===== src/hdl/rc_packet_to_sbus_frame_macros.svh =====
// ============================================================================
// rc_packet_to_sbus_frame_macros.svh
// Assertion macros used by the SBUS frame serializer module rcsb_frame_tx.
// ============================================================================
`ifndef RC_PACKET_TO_SBUS_FRAME_MACROS_SVH
`define RC_PACKET_TO_SBUS_FRAME_MACROS_SVH

// Same-cycle implication, disabled while reset is asserted
`define RCSB_ASSERT_NOW(label, clk, rst_n, ante, cons, msg) \
    label: assert property (@(posedge clk) disable iff (!rst_n) (ante) |-> (cons)) \
        else $error(msg);

// Next-cycle implication, disabled while reset is asserted
`define RCSB_ASSERT_NEXT(label, clk, rst_n, ante, cons, msg) \
    label: assert property (@(posedge clk) disable iff (!rst_n) (ante) |=> (cons)) \
        else $error(msg);

`endif


===== src/hdl/rcsb_pkg.sv =====
// ============================================================================
// rcsb_pkg
// Types, constants and the channel packing function of the SBUS encoder.
// ============================================================================
package rcsb_pkg;

    // Frame geometry
    localparam int SBUS_FRAME_BYTES = 25;
    localparam int FRAME_IDX_W      = $clog2(SBUS_FRAME_BYTES);
    localparam int CHAN_BYTES       = 12;
    localparam int BODY_BYTES       = 11;

    // Packet positions
    localparam logic [4:0] POS_LEN       = 5'd0;
    localparam logic [4:0] POS_ID_FIRST  = 5'd1;
    localparam logic [4:0] POS_ID_SECOND = 5'd2;
    localparam logic [4:0] POS_CH_FIRST  = 5'd6;
    localparam logic [4:0] POS_END       = 5'd19;

    // Packet and frame constants
    localparam logic [7:0]  LEN_MARK   = 8'h11;
    localparam logic [7:0]  SYNC_BYTE  = 8'h0F;
    localparam logic [7:0]  LOST_FLAG  = 8'h04;
    localparam logic [15:0] CH_OFFSET  = 16'd1260;

    // Frame byte indexes with fixed content
    localparam logic [FRAME_IDX_W-1:0] IDX_SYNC  = FRAME_IDX_W'(0);
    localparam logic [FRAME_IDX_W-1:0] IDX_FLAGS = FRAME_IDX_W'(23);
    localparam logic [FRAME_IDX_W-1:0] IDX_LAST  = FRAME_IDX_W'(SBUS_FRAME_BYTES - 1);

    // Configuration register indexes
    localparam int CFG_IDX_W = 1;
    localparam logic [CFG_IDX_W-1:0] REG_TX_ID_FIRST  = 1'b0;
    localparam logic [CFG_IDX_W-1:0] REG_TX_ID_SECOND = 1'b1;

    typedef logic [CHAN_BYTES-1:0][7:0] chan_bytes_t;
    typedef logic [BODY_BYTES-1:0][7:0] frame_body_t;

    // Frame request from the decoder to the transmitter
    typedef struct packed {
        logic        valid;
        logic        lost;
        chan_bytes_t chan;
    } frame_req_t;

    // One channel: 12-bit raw value minus offset, 16-bit wrap
    function automatic logic [15:0] chan_value(input logic [7:0] lo_byte,
                                               input logic [3:0] nib);
        return {4'b0000, nib, lo_byte} - CH_OFFSET;
    endfunction

    // Unpack eight channels and pack them into frame bytes 1..11
    function automatic frame_body_t pack_channels(input chan_bytes_t cb);
        logic [15:0] c [8];
        logic [15:0] t [BODY_BYTES];
        frame_body_t body;
        c[0] = chan_value(cb[0], cb[4][3:0]);
        c[1] = chan_value(cb[1], cb[4][7:4]);
        c[2] = chan_value(cb[2], cb[5][3:0]);
        c[3] = chan_value(cb[3], cb[5][7:4]);
        c[4] = chan_value(cb[6], cb[10][3:0]);
        c[5] = chan_value(cb[7], cb[10][7:4]);
        c[6] = chan_value(cb[8], cb[11][3:0]);
        c[7] = chan_value(cb[9], cb[11][7:4]);
        t[0]  = c[0];
        t[1]  = (c[1] << 3) | (c[0] >> 8);
        t[2]  = (c[1] >> 5) | (c[2] << 6);
        t[3]  = c[2] >> 2;
        t[4]  = (c[2] >> 10) | (c[3] << 1);
        t[5]  = (c[3] >> 7) | (c[4] << 4);
        t[6]  = (c[4] >> 4) | (c[5] << 7);
        t[7]  = c[5] >> 1;
        t[8]  = (c[5] >> 9) | (c[6] << 2);
        t[9]  = (c[6] >> 6) | (c[7] << 5);
        t[10] = c[7] >> 3;
        for (int i = 0; i < BODY_BYTES; i++)
        begin
            body[i] = t[i][7:0];
        end
        return body;
    endfunction

endpackage


===== src/hdl/rc_packet_to_sbus_frame.sv =====
// ============================================================================
// rc_packet_to_sbus_frame
// Radio packet bytes in, 25-byte SBUS frames out.
// ============================================================================
// Usage:
//   Input channel (in_valid/in_ready): one transaction per packet byte
//   (kind 0, data_byte, byte_position) or a frame-lost tick (kind 1).
//   Output channel (out_valid/out_ready): one frame byte per transaction,
//   frame_end marks byte 24.
//   Config channel (cfg_valid/cfg_ready, always ready): index 0 sets the
//   first transmitter id byte, index 1 the second.
// Path: the first byte of a frame is offered once the transaction that
//   caused it has been accepted into the input register and loaded into
//   the frame register; a frame still in progress holds it in between.
// Throughput: an item is taken every cycle unless it waits for a frame.
//   A frame is 25 output bytes; an item causing a frame waits in the input
//   register while a frame drains; the next loads as its last byte leaves.
// Reset: transmitter ids and stored channel data read zero, no frame pending.
// Receiver stall: the output byte holds; input backs up once an item needs
//   a frame while one is still in progress.
// ============================================================================
module rc_packet_to_sbus_frame
    import rcsb_pkg::*;
(
    input  logic                 clk,
    input  logic                 rst_n,
    input  logic                 in_valid,
    output logic                 in_ready,
    input  logic                 kind,
    input  logic [7:0]           data_byte,
    input  logic [4:0]           byte_position,
    output logic                 out_valid,
    input  logic                 out_ready,
    output logic [7:0]           sbus_byte,
    output logic                 frame_end,
    input  logic                 cfg_valid,
    output logic                 cfg_ready,
    input  logic [CFG_IDX_W-1:0] cfg_index,
    input  logic [7:0]           cfg_data
);

    frame_req_t req;
    logic       req_ready;

    // Configuration writes always complete
    assign cfg_ready = 1'b1;

    rcsb_decode u_decode (
        .clk           (clk),
        .rst_n         (rst_n),
        .in_valid      (in_valid),
        .in_ready      (in_ready),
        .kind          (kind),
        .data_byte     (data_byte),
        .byte_position (byte_position),
        .cfg_write     (cfg_valid && cfg_ready),
        .cfg_index     (cfg_index),
        .cfg_data      (cfg_data),
        .req           (req),
        .req_ready     (req_ready)
    );

    rcsb_frame_tx u_frame_tx (
        .clk       (clk),
        .rst_n     (rst_n),
        .req       (req),
        .req_ready (req_ready),
        .out_valid (out_valid),
        .out_ready (out_ready),
        .sbus_byte (sbus_byte),
        .frame_end (frame_end)
    );

endmodule


===== src/hdl/rcsb_decode.sv =====
// ============================================================================
// rcsb_decode
// Input register, packet staging, validity check and frame requests.
// ============================================================================
module rcsb_decode
    import rcsb_pkg::*;
(
    input  logic                 clk,
    input  logic                 rst_n,
    // input transactions
    input  logic                 in_valid,
    output logic                 in_ready,
    input  logic                 kind,
    input  logic [7:0]           data_byte,
    input  logic [4:0]           byte_position,
    // configuration writes
    input  logic                 cfg_write,
    input  logic [CFG_IDX_W-1:0] cfg_index,
    input  logic [7:0]           cfg_data,
    // frame requests
    output frame_req_t           req,
    input  logic                 req_ready
);

    logic        item_valid_reg;
    logic        kind_reg;
    logic [7:0]  data_reg;
    logic [4:0]  pos_reg;
    logic [7:0]  tx_id_first_reg;
    logic [7:0]  tx_id_second_reg;
    logic        len_ok_reg;
    logic [7:0]  id_first_reg;
    logic [7:0]  id_second_reg;
    chan_bytes_t staged_reg;
    chan_bytes_t last_good_reg;
    logic        is_end;
    logic        packet_ok;
    logic        needs_frame;
    logic        consume;
    logic        take_byte;

    // Packet check on the byte held in the input register
    assign is_end      = !kind_reg && (pos_reg == POS_END);
    assign packet_ok   = len_ok_reg && data_reg[7] &&
                         (id_first_reg == tx_id_first_reg) &&
                         (id_second_reg == tx_id_second_reg);
    assign needs_frame = item_valid_reg && (kind_reg || (is_end && packet_ok));
    assign consume     = item_valid_reg && (!needs_frame || req_ready);
    assign take_byte   = consume && !kind_reg;
    assign in_ready    = !item_valid_reg || consume;

    // Frame request: fresh channels for a good packet, stored ones for a tick
    always_comb
    begin
        req.valid = needs_frame;
        req.lost  = kind_reg;
        req.chan  = kind_reg ? last_good_reg : staged_reg;
    end

    // Input register control
    always_ff @(posedge clk or negedge rst_n)
    begin
        if (!rst_n)
        begin
            item_valid_reg <= 1'b0;
        end
        else if (in_ready)
        begin
            item_valid_reg <= in_valid;
        end
    end

    // Input register payload
    always_ff @(posedge clk)
    begin
        if (in_valid && in_ready)
        begin
            kind_reg <= kind;
            data_reg <= data_byte;
            pos_reg  <= byte_position;
        end
    end

    // Configuration registers, length mark and last good channel data
    always_ff @(posedge clk or negedge rst_n)
    begin
        if (!rst_n)
        begin
            tx_id_first_reg  <= 8'h00;
            tx_id_second_reg <= 8'h00;
            len_ok_reg       <= 1'b0;
            last_good_reg    <= '0;
        end
        else
        begin
            if (cfg_write)
            begin
                unique case (cfg_index)
                    REG_TX_ID_FIRST:  tx_id_first_reg  <= cfg_data;
                    REG_TX_ID_SECOND: tx_id_second_reg <= cfg_data;
                    default: ;
                endcase
            end
            if (take_byte && (pos_reg == POS_LEN))
            begin
                len_ok_reg <= (data_reg == LEN_MARK);
            end
            if (take_byte && is_end && packet_ok)
            begin
                last_good_reg <= staged_reg;
            end
        end
    end

    // Staged id and channel bytes, undefined until written
    always_ff @(posedge clk)
    begin
        if (take_byte && (pos_reg == POS_ID_FIRST))
        begin
            id_first_reg <= data_reg;
        end
        if (take_byte && (pos_reg == POS_ID_SECOND))
        begin
            id_second_reg <= data_reg;
        end
        for (int i = 0; i < CHAN_BYTES; i++)
        begin
            if (take_byte && (pos_reg == POS_CH_FIRST + 5'(i)))
            begin
                staged_reg[i] <= data_reg;
            end
        end
    end

endmodule


===== src/hdl/rcsb_frame_tx.sv =====
// ============================================================================
// rcsb_frame_tx
// Frame register and byte serializer for the 25-byte SBUS frame.
// ============================================================================
`include "rc_packet_to_sbus_frame_macros.svh"

module rcsb_frame_tx
    import rcsb_pkg::*;
(
    input  logic       clk,
    input  logic       rst_n,
    // frame requests
    input  frame_req_t req,
    output logic       req_ready,
    // output transactions
    output logic       out_valid,
    input  logic       out_ready,
    output logic [7:0] sbus_byte,
    output logic       frame_end
);

    localparam int BODY_IDX_W = $clog2(BODY_BYTES);

    logic                   busy_reg;
    logic [FRAME_IDX_W-1:0] idx_reg;
    frame_body_t            body_reg;
    logic                   lost_reg;
    logic                   load;
    logic                   last;
    logic                   out_xfer;
    logic [BODY_IDX_W-1:0]  body_idx;

    assign last      = (idx_reg == IDX_LAST);
    assign out_xfer  = busy_reg && out_ready;
    assign req_ready = !busy_reg || (last && out_ready);
    assign load      = req.valid && req_ready;

    // Frame bytes 1..11 map to body entries 0..10
    assign body_idx  = idx_reg[BODY_IDX_W-1:0] - 1'b1;

    // Serializer control
    always_ff @(posedge clk or negedge rst_n)
    begin
        if (!rst_n)
        begin
            busy_reg <= 1'b0;
            idx_reg  <= '0;
        end
        else if (load)
        begin
            busy_reg <= 1'b1;
            idx_reg  <= '0;
        end
        else if (out_xfer)
        begin
            if (last)
            begin
                busy_reg <= 1'b0;
            end
            else
            begin
                idx_reg <= idx_reg + 1'b1;
            end
        end
    end

    // Packed frame body, captured on load
    always_ff @(posedge clk)
    begin
        if (load)
        begin
            body_reg <= pack_channels(req.chan);
            lost_reg <= req.lost;
        end
    end

    // Byte select
    always_comb
    begin
        case (idx_reg)
            IDX_SYNC:  sbus_byte = SYNC_BYTE;
            IDX_FLAGS: sbus_byte = lost_reg ? LOST_FLAG : 8'h00;
            default:
            begin
                if (idx_reg <= FRAME_IDX_W'(BODY_BYTES))
                begin
                    sbus_byte = body_reg[body_idx];
                end
                else
                begin
                    sbus_byte = 8'h00;
                end
            end
        endcase
    end

    assign out_valid = busy_reg;
    assign frame_end = last;

    // A new frame is taken only when idle or as the last byte leaves
    `RCSB_ASSERT_NOW(a_load_gap, clk, rst_n, load && busy_reg, last && out_ready,
        "frame loaded over a frame in progress")
    // A byte that is not the last advances the index
    `RCSB_ASSERT_NEXT(a_advance, clk, rst_n, out_xfer && !last,
        busy_reg && (idx_reg == $past(idx_reg) + 1'b1), "byte index did not advance")
    // The frame closes after its last byte unless another is loaded
    `RCSB_ASSERT_NEXT(a_close, clk, rst_n, out_xfer && last && !req.valid,
        !busy_reg, "serializer still busy after frame end")

endmodule


===== config.mk =====
export PLATFORM = sky130hd
export DESIGN_NAME = rc_packet_to_sbus_frame
export DESIGN_NICKNAME = d
export VERILOG_FILES = /design/src/hdl/rcsb_pkg.sv /design/src/hdl/rc_packet_to_sbus_frame.sv /design/src/hdl/rcsb_decode.sv /design/src/hdl/rcsb_frame_tx.sv
export VERILOG_INCLUDE_DIRS = /design/src /design/src/hdl
export SDC_FILE = /design/constraint.sdc
export NUM_CORES = 1
export LEC_CHECK = 0
export ABC_AREA = 1
export BUFFER_PORTS_ARGS = -buffer_cell sky130_fd_sc_hd__buf_2
export CORE_MARGIN = 2
export CORE_UTILIZATION = 40
export CTS_CLUSTER_DIAMETER = 150
export DETAILED_ROUTE_END_ITERATION = 7
export PLACE_DENSITY_LB_ADDON = 0.2
export SYNTH_ARGS = -nofsm -noshare
export SYNTH_HDL_FRONTEND = slang
export SYNTH_SLANG_ARGS = --single-unit

===== constraint.sdc =====
create_clock -name clk -period 7.35 [get_ports clk]
set_input_delay 0.3675 -clock clk [delete_from_list [all_inputs] [get_ports clk]]
set_output_delay 0.3675 -clock clk [all_outputs]
set_load 0.005 [all_outputs]

==> flow_summary.yaml, run 1 <==
run_status:
  status: "completed"
drt:
  drc: 0
  drtIter0Drc: 721
  final_antenna_net_count: 0
  viasPerCell: 4.845
  wl_per_cell_um: 16.54
  routed_wl_mm: 34.75
  dr.pass1.iters: 6
  via_count: 10180
power:
  p_per_area_nw_per_um2: 284.0
  leakage_nw: 7.136
  irDropWorstVdd_uv: 186.3
logic_synthesis:
  synth_compound_area_frac: 0.1063
  yosysWarnings: 0
  synth-seq-area-share: 0.6211
  synthSimpleGateAreaFrac: 0.1578
  netlist_instances: 1521
  syn_nets: 1560
  synth-edff-count: 214
  syn-mean-instance-area_um2: 9.954
  ys_types: 42
  synth_ff_type: "edfxtp_1"
  synthAdderAreaFrac: 0.009090
  synth-seq-cells: 333
  ys_async_sr_fraction: 0.3574
  synthMuxAreaShare: 0
  netlist_area_um2: 15140
  synth_xor_xnor_area_share: 0.03471
  synth_top_family_by_area: "simple AND/OR/NAND/NOR gates"
global_routing:
  grt_max_degree: 104
  grt_pass1_vias: 9563
  grt_overflow: 0
  antenna_found_initial: 0
  grt_pass1_wl_mm: 54.53
  grt.total_usage: 0.1826
cells_and_area:
  synthToLayoutAreaGrowth_pct: 12.78
  final_cells: 2101
  final_cell_mix: "nand2_1, edfxtp_1, inv_1, dfrtp_1, o21ai_0"
  antenna-diode-count: 0
  drive_gt1_frac: 0.08616
  fillers: 3530
  final_common_cell: "nand2_1"
  fin_util: 0.4555
  fin_nets: 1599
timing:
  finalCriticalPeriod_ns: 4.330
  slew_viol_final: 0
  setup-tns-final_ns: 0
  grt_setup_unrepaired: "no"
  timing.final.hold_violations: 0
  tightest_slew_ns: 1.176
  slew-limit-headroom: 0.2100
  layout_setup_ws_ns: 3.020
  finalSetupViolations: 0
  whs_ns: 0.05955
  post-route-period-util: 0.5891
  max_freq_mhz: 231.0
  clock_skew_ns: 0.01894
worst_setup_path:
  crit_required_ns: 6.98
  worstSetupPathType: "flop to output pin"
  cp.arrival_ns: 3.96
  critPathMaxFanout: 52
  start_kind: "flop"
  worstSetupEndpointType: "output pin"
floorplanning:
  core_um2: 37490
  boundaryPins: 40
  die_area_um2: 39420
  start_util: 0.4039
  die_height_um: 198.6
  dieWidth_um: 198.6
  rows: 71
clocking:
  cts_sinks: 333
  cts_root_buf: "clkbuf_16"
  cts_resized: 0
  cts_max_level: 2
  cts_max_path_buffers: 3
  path_clk_slew_ns: 0.05
  cts_buffers: 38
  clkLatencyLatePin_ns: 0.53
  cts_tree: "done"
placement:
  globalplace.congestion: 0.7957
  post-dp-hpwl_mm: 22.56
  io_buffers: 38
  place_inst: 2016
  dp_worst_setup_slack_ns: 3.299
run:
  max_cap_viol_count: 0
hold_path:
  hp-class: "primary input to flop"
[layer usage]
metal,wire length (um),GRT usage,vias up
met1,16540,0.2664,4742
li1,-,-,5126
met2,15570,0.2827,262
met4,716,0.05086,0
met5,0,0,-
met3,1918,0.02984,49
[final cells by class]
type | instances | area [um^2] | area share
inverters | 183 | 688.2 | 0.04030
clock inverters | 18 | 235.2 | 0.01378
repair buffers | 62 | 410.4 | 0.02403
multi-input cells | 942 | 4664 | 0.2732
well taps | 511 | 639.4 | 0.03744
flip-flops and latches | 333 | 9404 | 0.5507
clock buffers | 52 | 1033 | 0.06053
[path summary, 6_finish.rpt]
check | depth (start not counted) | start | to | slack, ns
worst max register to register | 12 | u_frame_tx.idx_reg[0] | u_decode.last_good_reg[56] | 3.25
worst max-delay path | 8 | u_frame_tx.idx_reg[0] | sbus_byte[7] | 3.02
max in group asynchronous | 3 | rst_n | u_decode.last_good_reg[63] | 5.42
worst min register to register | 2 | u_decode.last_good_reg[4] | u_decode.last_good_reg[4] | 0.48
worst min-delay path | 3 | in_valid | u_decode.item_valid_reg | 0.06
min in group asynchronous | 2 | rst_n | u_decode.last_good_reg[37] | 0.51
[synth_stat cells (all sizes together) (2+ instances only)]
master	n	area share
nor4	2	0.00083
and2	2	0.00083
clkbuf	30	0.0075
xor2	45	0.026
a22oi	7	0.0035
nor2	73	0.018
nand3	52	0.018
xnor2	15	0.0087
nand3b	12	0.0060
nand4	10	0.0051
o211ai	15	0.0084
edfxtp	214	0.42
ha	11	0.0091
dfrtp	119	0.20
o21ai	228	0.077
buf	33	0.018
nand2	398	0.099
a32o	4	0.0026
nor3	6	0.0023
a21oi	33	0.011
or2	20	0.0083
a311oi	3	0.0017
inv	183	0.045
[per-stage QoR]
stage | power [W] | instance area [um^2]
after floorplan | 0.002678 | 15140
after global placement | 0.002955 | 15660
after detailed placement | 0.002963 | 15660
after CTS | 0.004890 | 17080
after global routing | 0.005087 | 17080
final | 0.004849 | 17080
[logic make-up (layout without fill, tap and decap cells)]
kind of cell,count (synthesis),count (layout)
buffers and inverters,246,315
and+or+nand+nor,575,575
DFF,333,333
adders and majority gates,11,11
xor gates and xnor gates,60,60
other,1,1
AOI/OAI and AO/OA,295,295
[power by group]
| group | internal (W) | switching (W) |
|---|---|---|
| clock network | 0.00117 | 0.000748 |
| registers | 0.00204 | 0.0000592 |
| logic | 0.000283 | 0.000547 |
| total | 0.00349 | 0.00135 |
[worst max-delay path, stage by stage (launching register included)]
cell and delay, ns:
dfrtp_1 0.32, buf_4 0.42, inv_2 0.41, ha_1 0.89, inv_2 0.40, nand3_1 0.21
nand3_1 0.12, a311oi_1 0.44, buf_2 0.20
[timing repair]
action                                 4_1_cts  5_1_grt
hold buffers                                15        0
buffers inserted                             0        0
endpoints found under the hold margin       20        0
(Power assumes the default switching activity.)
==> run 2, diff against run 1 <==
Clock period 7.35 ns to 3.98 ns, I/O delays scaled along.
==> flow_summary.yaml, run 2 (synthesis gave the netlist of run 1 again) <==
drt:
  routed.top_layer: "met4"
  via_count: 10300
  final_antenna_net_count: 0
  wl_per_cell_um: 16.92
  wl_met1_mm: 17.90
  wl_met3_mm: 1.607
  dr.pass1.iters: 6
  drtIter0Drc: 825
  routed_wl_mm: 35.73
  met2WireLength_mm: 15.63
  drc: 0
  viasPerCell: 4.879
cells_and_area:
  drive_gt1_frac: 0.08745
  fin_util: 0.4572
  fin_nets: 1614
  final_cell_mix: "nand2_1, edfxtp_1, inv_1, dfrtp_1, o21ai_0"
  antenna-diode-count: 0
  final_common_cell: "nand2_1"
  synthToLayoutAreaGrowth_pct: 13.21
floorplanning:
  die_area_um2: 39420
  boundaryPins: 40
  start_util: 0.4039
  rows: 71
  core_um2: 37490
  die_height_um: 198.6
  dieWidth_um: 198.6
hold_path:
  hp-class: "primary input to flop"
worst_setup_path:
  cp.arrival_ns: 3.05
  worstSetupEndpointType: "output pin"
  crit_required_ns: 3.78
  critPathMaxFanout: 28
  worstSetupPathType: "flop to output pin"
  start_kind: "flop"
clocking:
  cts_tree: "done"
  clkLatencyLatePin_ns: 0.51
  cts_max_path_buffers: 3
  cts_setup_buffers: 0
  cts_sinks: 333
  cts_root_buf: "clkbuf_16"
  cts_buffers: 37
  cts_resized: 0
  path_clk_slew_ns: 0.06
  cts_max_level: 2
timing:
  grt_setup_unrepaired: "no"
  tightest_slew_ns: 1.083
  slew_viol_final: 0
  post-route-period-util: 0.8170
  max_freq_mhz: 307.5
  finalSetupViolations: 0
  clock_skew_ns: 0.01379
  setup-tns-final_ns: 0
  slew-limit-headroom: 0.2779
  finalCriticalPeriod_ns: 3.252
  timing.final.hold_violations: 0
  whs_ns: 0.03124
placement:
  post-dp-hpwl_mm: 23.17
  io_buffers: 38
  globalplace.congestion: 0.8252
global_routing:
  grt_overflow: 0
  grt_pass1_vias: 9668
  grt_pass1_wl_mm: 56.03
  grt_max_degree: 191
  grt.total_usage: 0.1875
  antenna_found_initial: 1
power:
  irDropWorstVdd_uv: 505.0
  leakage_nw: 7.178
  p_per_area_nw_per_um2: 514.2
run:
  max_cap_viol_count: 0
run_status:
  status: "completed"
run 2: worst paths after layout:
path                                                start                    endpoint  slack, ns  cells past startpoint
worst max-delay path                u_frame_tx.idx_reg[1]                sbus_byte[4]       0.73                      9
worst min-delay path                            out_ready       u_frame_tx.idx_reg[0]       0.03                      5
worst max register to register        u_decode.pos_reg[2]     u_frame_tx.body_reg[17]       1.11                     10
worst min register to register  u_decode.last_good_reg[6]   u_decode.last_good_reg[6]       0.48                      2
max in group asynchronous                           rst_n  u_decode.last_good_reg[15]       2.57                      3
min in group asynchronous                           rst_n   u_decode.last_good_reg[3]       0.37                      2
run 2: area by class of cell:
class | instances | area [um^2]
clock buffer | 55 | 1044
clock inverter | 10 | 123.9
fill | 3600 | 20350
inverter | 183 | 688.2
multi-input combinational | 942 | 4664
sequential | 333 | 9404
tap | 511 | 639.4
timing repair buffer | 78 | 578.1
run 2: through the flow:
stage / worst slack [ns] / total power (W) / area (um^2) / instances
2_1_floorplan: 0.1129 / 0.004946 / 15140 / 1521
3_3_place_gp: 1.178 / 0.005556 / 15730 / 2023
3_5_place_dp: 1.155 / 0.005559 / 15730 / 2023
4_1_cts: 0.7419 / 0.008905 / 17140 / 2112
5_1_grt: 0.5220 / 0.009233 / 17140 / 2112
6_report: 0.7282 / 0.008813 / 17140 / 2112
run 2: repair_timing:
| item | in CTS | in global routing |
|---|---|---|
| setup endpoints to repair | 0 | 0 |
| hold buffers | 24 | 0 |
| hold endpoints to repair | 86 | 0 |
run 2: worst max-delay path, stage by stage, from the launching register on:
cell and delay, ns:
dfrtp_1 0.40, inv_1 0.11, ha_1 0.24, buf_4 0.22, inv_2 0.45, a21oi_1 0.09
a22oi_1 0.33, nand2_1 0.11, a311oi_1 0.37, buf_2 0.19
run 2: where the power goes:
| part | internal [W] | total [W] | switching [W] |
|---|---|---|---|
| registers | 0.00378 | 0.00387 | 0.0000960 |
| logic | 0.000539 | 0.00162 | 0.00109 |
| clock network | 0.00200 | 0.00332 | 0.00132 |
run 2: per-layer routing:
| metal | GRT usage | vias up |
|---|---|---|
| met5 | 0 | - |
| met4 | 0.04146 | 0 |
| met3 | 0.02509 | 38 |
| met2 | 0.2842 | 216 |
| met1 | 0.2868 | 4908 |
| li1 | - | 5142 |
